===== src/sv/phtp_pkg.sv =====
`timescale 1ns / 1ps
// ----------------------------------------------------------------------------
// phtp_pkg
// shared types and constants of the position hash table probe unit
// ----------------------------------------------------------------------------
package phtp_pkg;

    localparam int TableEntries = 1024;
    localparam int ProbeLimit   = 8;
    localparam int IdxW         = $clog2(TableEntries);
    localparam int CntW         = $clog2(ProbeLimit + 1);
    localparam int HalfW        = 50;
    localparam int KeyW         = 6 * HalfW + 1;
    localparam int QDepth       = 2;

    typedef enum logic [1:0] {
        MODE_LOOKUP = 2'd0,
        MODE_STORE  = 2'd1,
        MODE_UPDATE = 2'd2,
        MODE_NONE   = 2'd3
    } t_mode;

    typedef struct packed {
        logic [1:0]        mode;
        logic [HalfW-1:0]  white_low;
        logic [HalfW-1:0]  white_high;
        logic [HalfW-1:0]  black_low;
        logic [HalfW-1:0]  black_high;
        logic [HalfW-1:0]  blocked_low;
        logic [HalfW-1:0]  blocked_high;
        logic              side_to_move;
        logic signed [15:0] score_in;
        logic [7:0]        search_depth_in;
        logic signed [15:0] alpha_in;
        logic signed [15:0] beta_in;
    } t_req;

    typedef struct packed {
        logic              hit;
        logic signed [15:0] score_out;
        logic [7:0]        search_depth_out;
        logic signed [15:0] alpha_out;
        logic signed [15:0] beta_out;
        logic              overwrote;
    } t_rsp;

    // classified job handed from front to back
    typedef struct packed {
        t_mode             mode;
        logic [KeyW-1:0]   key;
        logic [IdxW-1:0]   home;
        logic [15:0]       score;
        logic [7:0]        depth;
        logic [15:0]       alpha;
        logic [15:0]       beta;
    } t_job;

    typedef struct packed {
        logic [KeyW-1:0] key;
        logic [15:0]     score;
        logic [7:0]      depth;
        logic [15:0]     alpha;
        logic [15:0]     beta;
    } t_entry;

    typedef enum logic [2:0] {
        ST_CLEAR,
        ST_IDLE,
        ST_READ,
        ST_CHECK,
        ST_WRITE,
        ST_OUT
    } t_state;

endpackage


===== src/sv/phtp_if.sv =====
`timescale 1ns / 1ps
// ----------------------------------------------------------------------------
// phtp_req_if / phtp_rsp_if
// valid/ready channels for requests and results
// ----------------------------------------------------------------------------
interface phtp_req_if;
    logic            valid;
    logic            ready;
    phtp_pkg::t_req  data;
    modport source (output valid, output data, input ready);
    modport sink   (input valid, input data, output ready);
endinterface



===== src/sv/phtp_front.sv =====
`timescale 1ns / 1ps
// ----------------------------------------------------------------------------
// phtp_front
// accepts request beats, forms key and home slot, queues jobs for the back
// ----------------------------------------------------------------------------
module phtp_front (
    input  logic              i_clk,
    input  logic              i_rst_n,
    phtp_req_if.sink          i_req,
    output logic              o_job_valid,
    output phtp_pkg::t_job    o_job,
    input  logic              i_job_ready
);
    import phtp_pkg::*;

    t_job              r_q [QDepth];
    logic [0:0]        r_wp, r_rp;
    logic [1:0]        r_cnt;
    t_job              n_job;
    logic [HalfW-1:0]  w_hash;
    logic              w_push, w_pop;

    assign w_hash = (i_req.data.white_high | i_req.data.black_high | i_req.data.blocked_high)
                  ^ (i_req.data.white_low | i_req.data.black_low | i_req.data.blocked_low);

    always_comb begin
        n_job.mode  = t_mode'(i_req.data.mode);
        n_job.key   = {i_req.data.white_low, i_req.data.white_high, i_req.data.black_low,
                       i_req.data.black_high, i_req.data.blocked_low,
                       i_req.data.blocked_high, i_req.data.side_to_move};
        n_job.home  = w_hash[IdxW-1:0];
        n_job.score = i_req.data.score_in;
        n_job.depth = i_req.data.search_depth_in;
        n_job.alpha = i_req.data.alpha_in;
        n_job.beta  = i_req.data.beta_in;
    end

    assign i_req.ready = (r_cnt != 2'(QDepth));
    assign w_push      = i_req.valid && i_req.ready;
    assign o_job_valid = (r_cnt != 2'd0);
    assign o_job       = r_q[r_rp];
    assign w_pop       = o_job_valid && i_job_ready;

    always_ff @(posedge i_clk) begin
        if (w_push) begin
            r_q[r_wp] <= n_job;
        end
        if (!i_rst_n) begin
            r_wp  <= '0;
            r_rp  <= '0;
            r_cnt <= '0;
        end else begin
            if (w_push) r_wp <= r_wp + 1'b1;
            if (w_pop)  r_rp <= r_rp + 1'b1;
            r_cnt <= r_cnt + 2'(w_push) - 2'(w_pop);
        end
    end
endmodule


===== src/flat_wrapper.sv =====
// flat-port wrapper written by rule: the top's interface ports become plain ports
module phtp_front_flat import phtp_pkg::*;
  (i_clk, i_rst_n, o_job_valid, o_job, i_job_ready, i_req_valid, i_req_data, i_req_ready);
  phtp_req_if i_req_i ();
  input  logic i_clk;
  input  logic i_rst_n;
  output logic o_job_valid;
  output phtp_pkg::t_job o_job;
  input  logic i_job_ready;
  input wire logic [$bits(i_req_i.valid)-1:0] i_req_valid;
  input wire logic [$bits(i_req_i.data)-1:0] i_req_data;
  output wire logic [$bits(i_req_i.ready)-1:0] i_req_ready;
  assign i_req_i.valid = i_req_valid;
  assign i_req_i.data = i_req_data;
  assign i_req_ready = i_req_i.ready;
  phtp_front u_core (.i_clk(i_clk), .i_rst_n(i_rst_n), .i_req(i_req_i), .o_job_valid(o_job_valid), .o_job(o_job), .i_job_ready(i_job_ready));
endmodule

===== config.mk =====
export PLATFORM = sky130hd
export DESIGN_NAME = phtp_front_flat
export DESIGN_NICKNAME = d
export VERILOG_FILES = /design/src/sv/phtp_pkg.sv /design/src/sv/phtp_if.sv /design/src/sv/phtp_front.sv /design/src/flat_wrapper.sv
export SDC_FILE = /design/constraint.sdc
export NUM_CORES = 1
export LEC_CHECK = 0
export ABC_AREA = 1
export BUFFER_PORTS_ARGS = -buffer_cell sky130_fd_sc_hd__buf_4
export CELL_PAD_IN_SITES_DETAIL_PLACEMENT = 1
export CELL_PAD_IN_SITES_GLOBAL_PLACEMENT = 1
export CORE_ASPECT_RATIO = 1.4
export CORE_MARGIN = 2
export CORE_UTILIZATION = 33
export DETAILED_ROUTE_END_ITERATION = 10
export PLACE_DENSITY = 0.73
export RECOVER_POWER = 100
export SLEW_MARGIN = 30
export SYNTH_ARGS = -nofsm -noshare
export SYNTH_HDL_FRONTEND = slang
export SYNTH_SLANG_ARGS = --single-unit

===== constraint.sdc =====
create_clock -name i_clk -period 19.2 [get_ports i_clk]
set_input_delay 1.92 -clock i_clk [delete_from_list [all_inputs] [get_ports i_clk]]
set_output_delay 1.92 -clock i_clk [all_outputs]
set_load 0.01 [all_outputs]

==> impl_results.md, run 1 <==
* CP Data Arrival Time at 9.33 ns
* Clock latency at the later pin of the worst-skew pair at 0.61 ns
* Power per cell area at 133.9 nW/µm²
* Fin cells at 3188
* Buffers added on ports at 733
* Most common cell after layout, fill and taps aside: edfxtp_1
* RSZ-0062 raised after global routing: no
* CTS Buf Count at 73
* Top Ports at 734
* Area of the die at approximately 85000 µm²
* Fill cells at 8177
* Core ar. at 81920 µm²
* Worst-path fanout max at 75
* Fin util at 0.4192
* Post_cts resized at 0
* Share of post-route cells with drive strength above 1 at 0.3141
* Postcts setup bufs at 0
* Outcome: complete, but fails checks
* Reg2Reg Capture Point: u_core.r_q[1][160]$_DFFE_PP_
* Peak VDD IR at 0.1029 mV
* Std-Cell Rows at 124
* Distinct cells, synth at 11
* Die W at 247.3 µm
* Sink Count at roughly 740
* Area Growth Syn to Fin at 25.52%
* Mapped Area at 27360 µm²
* Highest Clock Rate at 88.90 MHz
* Synth Net Count at about 1600
* TritonCTS clock tree: yes
* Final setup fails at 0
* Hold WC Path Type: reg -> reg
* Final hold slack at 0.5117 ns
* Final Max Tran Viols at 973
* Synth top area share at 0.8101
* Reg2reg setup slack at about 9 ns
* First-pass GRT wire length at around 100000 µm
* Drt pass-1 iters at 4
* WL/cell at about 23 µm
* Inst Count DP at 3052
* Failing checks: capacitance limit, slew limit
* Hold Crit Depth at 2
* Internal power at 3.303 mW
* Worst path max stage delay at 3.19 ns
* Clk root buf: clkbuf_16
* Cells after Synth at 1276
* Synth Warn # at 0
* Initial Utilization at 0.3340
* CP endpoint kind: output pin
* CTS clk-pin slew, worst paths at around 0.060 ns
* FF+latch count, synth at about 740
* Routed WL at 72680 µm
* Most frequent cells in the layout: 738 x edfxtp_1, 516 x clkbuf_1, 314 x mux2_2
* Sw Pwr at 1.294 mW
* Endpoints failing hold at 0
* # H-tree levels at 3
* Antenna Nets Post-Route at 0
* Syn_area_per_cell at 21.44 µm²
* Combinational Power Share at 0.225
* TNS Setup at 0 ns
* Vias in the first global route at 16009
* Final Cycle Share at 0.5858
* Largest net degree at the start of global routing at 153
* Sequential share of the synthesized area at 0.8137
* Clk buf depth at 3
* Gpl congestion at 0.8286
* Minimum clock period at 11.25 ns
* Slowest cell on the critical path: clkbuf_1
* Remaining DRCs at 0
* HP Start: u_core.r_rp$_SDFFE_PN0P_
* Total leakage power at approximately 12 nW
* Switching share of power at 0.2815
* Total grt overflow at 0
* Critical Path Source Type: register
* Global Route Usage Sum at 0.1622
* Via count at 14590
* WP data required at between 15 and 20 ns
* CP Cell Sequence: clkbuf_1, clkbuf_1, buf_4, mux2_1, buf_4
* Initial antenna violation count at 11
* DR iter-0 viols at 692
* Slew headroom at -3.485
* R2R depth at 6
* FF-to-FF Start: u_core.r_cnt[0]$_SDFF_PN0_
* DP HPWL at between 50000 and 60000 µm
* Via-per-instance ratio at 4.577
* Clk_skew at 0.02530 ns
* Yosys top cell by area: edfxtp_1
* Die Y at 344.7 µm
* Setup Crit Path Kind: reg -> out
* Top post-synthesis cells by area: edfxtp_1 81%, mux2_2 15%, buf_6 1.5%
* Register share of total power at 0.475
* Clk pwr share at 0.301
* Max-Cap Viols at 15
* Final net count at 2423
* CTS Hold Bufs at 0
* Worst slew pin tran at 6.728 ns
[flip-flops by register name, indices dropped and copies added (netlist names), named ones only]
name and flops:
u_core.r_q 738, u_core.r_cnt 2, u_core.r_rp 1, u_core.r_wp 1
[layer usage]
layer	up-vias	share of wire	track usage
met4	10	0.031	0.06287
li1	6566	-	-
met3	126	0.082	0.05308
met2	576	0.53	0.2932
met5	-	0.00087	0
met1	7312	0.35	0.1745
[layout make-up]
type,count,area [µm²],share of cell area
antenna,6,15.01,0.0004372
sequential,743,22260,0.6483
inverter,29,110.1,0.003206
clock inverter,37,389.1,0.01133
multi-input combinational,463,4557,0.1327
timing repair buffer,748,3742,0.1090
clock buffer,91,1926,0.05607
tap,1071,1340,0.03902
[Yosys cell counts]
cell type  count
nor2_1        28
inv_1         29
buf_2          5
buf_6         36
a21oi_1        2
ha_1           2
nand2_1       39
dfxtp_1        5
nand3_1       23
mux2_2       369
edfxtp_1     738
[stage by stage]
step	cell area [µm²]	total power, mW	worst slack (ns)
CTS	36220	4.802	12.66
global placement	33900	3.365	13.55
floorplan	27360	2.937	0.8346
detailed placement	33900	3.403	13.38
finish	34340	4.597	7.952
global route	34340	4.790	7.067
[critical path: cells and delay by family (launching register included)]
| family | cells | cell delay [ns] |
|---|---|---|
| buffers and inverters | 4 | 6.16 |
| flip-flops | 1 | 1.96 |
| multiplexers | 1 | 0.43 |
[worst max path at each step]
stage | cells past startpoint | endpoint | slack, ns | start
floorplan | 2 | u_core.r_q[0][0]$_DFFE_PP_ | 0.83 | i_req_valid
global route | 5 | o_job[211] | 7.07 | register
CTS | 5 | o_job[211] | 12.66 | register
global placement | 5 | o_job[185] | 13.55 | register
detailed placement | 5 | o_job[179] | 13.38 | register
finish | 5 | o_job[211] | 7.95 | register
[kinds of logic (layout without fill, tap and decap cells)]
group	Yosys count	count (layout)	synth area share
and+or+nand+nor	90	90	0.01340
buffers and inverters	70	905	0.01971
DFF	743	743	0.8137
muxes	369	369	0.1519
adders and majority gates	2	2	0.0009146
AOI/OAI and AO/OA	2	2	0.0003659
other	0	6	0
[power groups by stage]
stage	registers, mW	clock network [mW]	logic (mW)
detailed placement	2.18	0	1.22
global placement	2.17	0	1.20
global route	2.21	1.47	1.11
finish	2.18	1.38	1.03
floorplan	2.29	0	0.651
CTS	2.15	1.42	1.23
Note: power is estimated with default switching activity, not from simulation.
==> run 2, diff against run 1 <==
--- a/config.mk
+++ b/config.mk
@@ -5,7 +5,7 @@
 export SDC_FILE = /design/constraint.sdc
 export NUM_CORES = 1
 export LEC_CHECK = 0
-export ABC_AREA = 1
+export ABC_AREA = 0
 export BUFFER_PORTS_ARGS = -buffer_cell sky130_fd_sc_hd__buf_4
 export CELL_PAD_IN_SITES_DETAIL_PLACEMENT = 1
 export CELL_PAD_IN_SITES_GLOBAL_PLACEMENT = 1
@@ -13,7 +13,7 @@
 export CORE_MARGIN = 2
 export CORE_UTILIZATION = 33
 export DETAILED_ROUTE_END_ITERATION = 10
-export PLACE_DENSITY = 0.73
+export PLACE_DENSITY = 0.72
 export RECOVER_POWER = 100
 export SLEW_MARGIN = 30
 export SYNTH_ARGS = -nofsm -noshare
==> constraint.sdc (replaced) <==
create_clock -name i_clk -period 10.1 [get_ports i_clk]
set_input_delay 1.01 -clock i_clk [delete_from_list [all_inputs] [get_ports i_clk]]
set_output_delay 1.01 -clock i_clk [all_outputs]
set_load 0.01 [all_outputs]
==> run 2 against run 1 <==
The run still ends with capacitance limit, slew limit left. Die area grew 3.6%. Wire length grew 2.1%. Synthesized area grew 3.6%.
==> impl_results.md, run 2 <==
* Synth Net Count at 1568 (-4.4%)
* Postcts setup bufs at 0 (unchanged)
* Share of post-route cells with drive strength above 1 at 0.3265 (+0.01240)
* Final Max Tran Viols at 449 (-54%)
* Drt pass-1 iters at 4 (unchanged)
* Final net count at 2353 (-2.9%)
* Top Ports at 734 (unchanged)
* Remaining DRCs at 0 (unchanged)
* Hold WC Path Type: reg -> reg
* TritonCTS clock tree: yes
* CTS clk-pin slew, worst paths at 0.07 ns (about the same)
* Core ar. at 85330 µm² (+4.2%)
* Reg2reg setup slack at 3.55 ns (-5.47 ns)
* Total leakage power at 12.35 nW (+7.3%)
* Failing checks: capacitance limit, slew limit
* Routed WL at 74220 µm (+2.1%)
* Hold Crit Depth at 2 (unchanged)
* Area Growth Syn to Fin at 24.18%
* TNS Setup at 0 ns (unchanged)
* Area of the die at 88290 µm² (+3.6%)
* DR iter-0 viols at 653 (-5.6%)
* Gpl congestion at 0.7836 (-5.4%)
* Distinct cells, synth at 21 (+10)
* Final hold slack at 0.5026 ns (-0.009169 ns)
* # H-tree levels at 3 (unchanged)
* Slew headroom at -1.981 (+1.504)
* Clock latency at the later pin of the worst-skew pair at 0.61 ns (about the same)
* FF+latch count, synth at 743 (unchanged)
* Syn_area_per_cell at 23.56 µm² (+9.9%)
* DP HPWL at 52510 µm (+0.68%)
* Max FFs per register at 738 (unchanged)
* Hold Path Sink: u_core.r_wp$_SDFFE_PN0P_
* Sink Count at 743 (unchanged)
* Cells after Synth at 1203 (-5.7%)
* Mapped Area at 28350 µm² (+3.6%)
* CP endpoint kind: register
* Top-count cell post-synth: edfxtp_1
* CTS Buf Count at 75 (+2.7%)
* Top post-synthesis cells by area: edfxtp_1 78%, mux2_4 16%, mux2_2 2.7%
* Antenna Nets Post-Route at 0 (unchanged)
* Largest net degree at the start of global routing at 163 (+6.5%)
* Die Y at 350.8 µm (+1.8%)
* RSZ-0062 raised after global routing: no
* WL/cell at 23.60 µm (+3.5%)
* CTS Hold Bufs at 0 (unchanged)
* Post-synth EDFFs at 738 (unchanged)
* Initial Utilization at 0.3322 (-0.001770)
* WP data required at 10.34 ns (-6.94 ns)
* Setup Crit Path Kind: reg -> reg
* Outcome: complete, but fails checks
* Reg2Reg Capture Point: u_core.r_q[0][70]$_DFFE_PP_
* Clk buf depth at 3 (unchanged)
* Sequential share of the synthesized area at 0.7853 (-0.02838)
* Worst slew pin tran at 4.471 ns (-2.257 ns)
* Buffers added on ports at 733 (unchanged)
* Post_cts resized at 0 (unchanged)
* HP Start: u_core.r_wp$_SDFFE_PN0P_
* Peak VDD IR at 0.1686 mV (+64%)
* Largest registers: u_core.r_q (738), u_core.r_cnt (2)
* Synth Warn # at 0 (unchanged)
* Std-Cell Rows at 127 (+2.4%)
* Most frequent cells in the layout: 738 x edfxtp_1, 318 x buf_4, 305 x mux2_1
* Via count at 14273 (-2.2%)
* Total Power at 9.084 mW (+98%)
* Critical Path Source Type: register
* Worst-path fanout max at 66 (-12%)
* Clk root buf: clkbuf_16
* Top FF cell, synth: edfxtp_1
* Asr flop ratio synth at 0 (unchanged)
* CP Data Arrival Time at 6.79 ns (-2.54 ns)
* Final setup fails at 0 (unchanged)
* Total grt overflow at 0 (unchanged)
* Highest Clock Rate at between 150 and 200 MHz
* Register ranked first by flip-flop count: u_core.r_q
* Endpoints failing hold at 0 (unchanged)
* Max-Cap Viols at 8 (-7)
* Synth top area share at 0.7818 (-0.02825)
* Global Route Usage Sum at 0.1592 (-0.003074)
* Die W at 251.7 µm (+1.8%)
* Post-synth top cells: 738 x edfxtp_1, 300 x mux2_4, 69 x mux2_2
* FF-to-FF Start: u_core.r_cnt[0]$_SDFF_PN0_
* First-pass GRT wire length at 103500 µm (+1.3%)
* Yosys top cell by area: edfxtp_1
* Via-per-instance ratio at 4.538 (-0.84%)
* Clk_skew at 0.01853 ns (-0.006769 ns)
* Fill cells at 8528 (+4.3%)
* R2R depth at 5 (-1)
* Minimum clock period at 6.548 ns
* Power per cell area at 258.1 nW/µm² (+93%)
* Vias in the first global route at 15688 (-2.0%)
* Initial antenna violation count at 12 (+1)
* Most common cell after layout, fill and taps aside: edfxtp_1
* Final Cycle Share at 0.6483
==> run 2: cell types whose count changed in the layout (fill, tap and decap cells not counted), moves of 20 or more <==
cell	change
nand3_1	-23
nor2_1	-28
mux2_1	+250
mux2_2	-257
inv_1	-26
nor3_1	+20
clkbuf_1	-253
buf_4	+255
nand2_1	-38
==> run 2: metal layers <==
metal | up-vias | GRT usage | wire length [µm]
li1 | 6390 | - | -
met4 | 10 | 0.08151 | 3003
met3 | 158 | 0.05631 | 6248
met1 | 7133 | 0.1726 | 27090
met2 | 582 | 0.2743 | 37810
met5 | - | 0 | 70
==> run 2: final cells by class <==
type	instances	area (µm²)	area share
tap	1096	1371	0.03896
clock inverter	38	295.3	0.008389
multi-input combinational	417	4502	0.1279
clock buffer	91	1979	0.05623
timing repair buffer	749	4761	0.1353
inverter	2	7.507	0.0002133
sequential	743	22260	0.6324
antenna	9	22.52	0.0006398
==> run 2: power by group <==
part / internal [mW] / leakage (nW) / total (mW) / switching [mW]
logic: 1.07 / 4.30 / 2.37 / 1.31
registers: 3.95 / 6.94 / 4.08 / 0.135
clock network: 1.46 / 1.12 / 2.63 / 1.17
==> run 2: logic make-up (layout without fill, tap and decap cells) <==
kind of cell / Yosys count / in the layout / synth area share
xor+xnor: 13 / 13 / 0.004017
compound gates: 2 / 2 / 0.0004413
simple gates: 31 / 31 / 0.005960
mux: 369 / 369 / 0.1863
fa+ha+maj: 2 / 2 / 0.0008827
buf+inv: 43 / 880 / 0.01704
flops: 743 / 743 / 0.7853
other cells: 0 / 9 / 0
==> run 2: how the worst max path moves through the flow <==
| stage | startpoint | cells after the start | slack, ns | to |
|---|---|---|---|---|
| after floorplan | i_req_valid | 2 | 2.96 | u_core.r_q[0][0]$_DFFE_PP_ |
| after global placement | register | 4 | 5.91 | o_job[163] |
| after detailed placement | register | 4 | 5.79 | o_job[203] |
| after CTS | register | 4 | 5.09 | o_job[203] |
| after global routing | u_core.r_cnt[0]$_SDFF_PN0_ | 5 | 2.90 | u_core.r_q[0][195]$_DFFE_PP_ |
| final | u_core.r_cnt[0]$_SDFF_PN0_ | 5 | 3.55 | u_core.r_q[0][70]$_DFFE_PP_ |
==> run 2: critical path, cell delays in order, from the launching register on <==
cell and delay (ns):
dfxtp_1 0.38, nand2b_1 0.26, and2_0 0.23, nor2b_1 1.70
clkbuf_1 2.76, buf_6 0.74
==> run 2: stage by stage <==
step / cells / setup slack [ns] / utilization / cell area, µm²
global placement: 3004 / 5.913 / 0.4090 / 34900
floorplan: 1203 / 2.961 / - / 28350
detailed placement: 3004 / 5.789 / 0.4090 / 34900
finish: 3145 / 3.552 / 0.4125 / 35200
global route: 3142 / 2.901 / 0.4124 / 35190
CTS: 3133 / 5.093 / 0.4356 / 37170
==> run 3, diff against run 2 <==
--- a/config.mk
+++ b/config.mk
@@ -13,7 +13,7 @@
 export CORE_MARGIN = 2
 export CORE_UTILIZATION = 33
 export DETAILED_ROUTE_END_ITERATION = 10
-export PLACE_DENSITY = 0.72
+export PLACE_DENSITY = 0.69
 export RECOVER_POWER = 100
 export SLEW_MARGIN = 30
 export SYNTH_ARGS = -nofsm -noshare
==> constraint.sdc (replaced) <==
create_clock -name i_clk -period 6.75 [get_ports i_clk]
set_input_delay 0.675 -clock i_clk [delete_from_list [all_inputs] [get_ports i_clk]]
set_output_delay 0.675 -clock i_clk [all_outputs]
set_load 0.01 [all_outputs]
==> run 3 against run 2 <==
The run still ends with capacitance limit, slew limit left. Critical path depth shrank 1. Sequential power grew 48%. Clock-buffer cell count shrank 3. Critical endpoint is now u_core.r_q[1][202]$_DFFE_PP_.
==> impl_results.md, run 3 (same netlist as run 2, synthesis figures left out) <==
* Outcome: complete, but fails checks
* Failing checks: capacitance limit, slew limit
* R2R depth at 4 (-1)
* CTS Buf Count at 76 (+1.3%)
* Total leakage power at 12.51 nW (+1.3%)
* Crit path launch: u_core.r_cnt[0]$_SDFF_PN0_
* Area Growth Syn to Fin at 25.35%
* CTS clk-pin slew, worst paths at 0.06 ns (about the same)
* Std-Cell Rows at 127 (unchanged)
* Minimum clock period at 4.735 ns (-1.813 ns)
* Most common cell after layout, fill and taps aside: edfxtp_1
* HP Start: i_req_data[124]
* Peak VDD IR at 0.2364 mV (+40%)
* Post_cts resized at 0 (unchanged)
* Sink Count at 743 (unchanged)
* Remaining DRCs at 0 (unchanged)
* Largest net degree at the start of global routing at 163 (unchanged)
* FF-to-FF Start: u_core.r_cnt[0]$_SDFF_PN0_
* Slew headroom at -1.106 (+0.8749)
* Critical Path Source Type: register
* Global Route Usage Sum at 0.1563 (-0.002820)
* Vias in the first global route at 15769 (+0.52%)
* Power per cell area at 391.4 nW/µm² (+52%)
* Clk_skew at 0.01442 ns (-0.004112 ns)
* Slowest cell on the critical path: clkbuf_2
* CTS Hold Bufs at 0 (unchanged)
* Via-per-instance ratio at 4.529 (-0.22%)
* Buffers added on ports at 733 (unchanged)
* Core ar. at 85330 µm² (unchanged)
* RSZ-0062 raised after global routing: no
* Worst path depth at 4 (-1)
* Antenna Nets Post-Route at 0 (unchanged)
* CP endpoint kind: register
* Reg2reg setup slack at 2.02 ns (-1.54 ns)
* Total grt overflow at 0 (unchanged)
* Hold Crit Depth at 1 (-1)
* Max FFs per register at 738 (unchanged)
* Clk buf depth at 3 (unchanged)
* DP HPWL at 49890 µm (-5.0%)
* # H-tree levels at 3 (unchanged)
* TNS Setup at 0 ns (unchanged)
* Endpoints failing hold at 0 (unchanged)
* CP Data Arrival Time at 4.90 ns (-1.89 ns)
* CP Cell Sequence: nand2b_1, and3_1, buf_12, clkbuf_2
* Via count at 14274 (+0.0070%)
* First-pass GRT wire length at 102100 µm (-1.3%)
* GR Layer Usage met1 at 0.1680 (-0.004632)
* Area of the die at 88290 µm² (unchanged)
* DP Worst Slack at 3.568 ns (-2.221 ns)
* WP data required at 6.91 ns (-3.43 ns)
* Initial antenna violation count at 15 (+3)
* GRT Max-Usage Layer: met2
* Hold WC Path Type: in -> reg
* Worst path max stage delay at 2.10 ns (-0.66 ns)
* Met2 Use GR at 0.2775 (+0.003270)
* Initial Utilization at 0.3322 (unchanged)
* Max-Cap Viols at 3 (-5)
* Buf+Inv Stages, Crit Path at 2 (unchanged)
* Worst-path fanout max at 106 (+61%)
* Final Max Tran Viols at 203 (-55%)
* Reg2Reg Capture Point: u_core.r_q[1][202]$_DFFE_PP_
* Clk root buf: clkbuf_16
* Hold Path Sink: u_core.r_q[1][134]$_DFFE_PP_
* Worst setup margin at 2.015 ns (-1.537 ns)
* Register ranked first by flip-flop count: u_core.r_q
* Largest registers: u_core.r_q (738), u_core.r_cnt (2)
* Postcts setup bufs at 0 (unchanged)
* Share of post-route cells with drive strength above 1 at 0.3359 (+0.009471)
* Drt pass-1 iters at 5 (+1)
* Inst Count DP at 3001 (-0.10%)
* Fin util at 0.4164 (+0.003871)
* DR iter-0 viols at 636 (-2.6%)
* Fin cells at 3152 (+0.22%)
* Setup Crit Path Kind: reg -> reg
* Gpl congestion at 0.8031 (+2.5%)
* Highest Clock Rate at 211.2 MHz (+38%)
* Clock latency at the later pin of the worst-skew pair at 0.62 ns (about the same)
* Final setup fails at 0 (unchanged)
* GR Layer Usage met3 at 0.05772 (+0.001406)
* TritonCTS clock tree: yes
* Final Cycle Share at 0.7014 (+0.05315)
* Final net count at 2352 (-0.042%)
* WL/cell at 22.95 µm (-2.7%)
* Most frequent cells in the layout: 738 x edfxtp_1, 315 x buf_4, 302 x mux2_1
* Die Y at 350.8 µm (unchanged)
* Top Ports at 734 (unchanged)
* Die W at 251.7 µm (unchanged)
* Routed WL at 72350 µm (-2.5%)
* Worst slew pin tran at 3.159 ns (-1.312 ns)
* Cell family with most CP delay: buffers and inverters
## run 3: cell count changes in the layout (fill, tap and decap cells not counted), sizes merged
cell	change
clkbuf	-2
bufinv	+9
clkinv	+2
inv	-3
clkinvlp	+2
diode	+2
buf	-3
## run 3: how the worst max path moves through the flow
stage,to
finish,u_core.r_q[1][202]$_DFFE_PP_
global route,u_core.r_q[1][202]$_DFFE_PP_
CTS,o_job[8]
detailed placement,o_job[25]
global placement,o_job[26]
floorplan,u_core.r_q[0][0]$_DFFE_PP_
## run 3: per-stage QoR
step,cell area [µm²],total power [mW],hold WS (ns)
2_1_floorplan,28360,8.788,0.4854
3_3_place_gp,34910,10.53,0.5059
3_5_place_dp,34910,10.62,0.5704
4_1_cts,37450,14.98,0.1832
5_1_grt,35520,14.51,0.2201
6_report,35530,13.91,0.2636
## run 3: worst reg2reg max path, stage by stage, from the launching register on
cell and delay, ns:
dfxtp_1 0.37, nand2b_1 0.19, and3_1 1.04, buf_12 0.38, clkbuf_2 2.19
## run 3: area by class of cell
type                       count  area [µm²]
fill                        8488       49800
sequential                   743       22260
timing repair buffer         747        4816
multi-input combinational    417        4506
clock buffer                  88        1968
tap                         1096        1371
clock inverter                48       573.1
antenna                       11       27.53
inverter                       2       7.507
## run 3: report_power, final
part           total [mW]  switching (mW)  internal, mW
sequential           6.05           0.163          5.88
combinational        3.57            1.97          1.60
clock                4.29            1.76          2.52
total                13.9            3.90          10.0
## run 3: layer usage
metal	vias to the layer above	wire length, µm
met5	-	98
met3	138	6132
met2	574	37480
met1	7159	26550
met4	14	2095
li1	6389	-
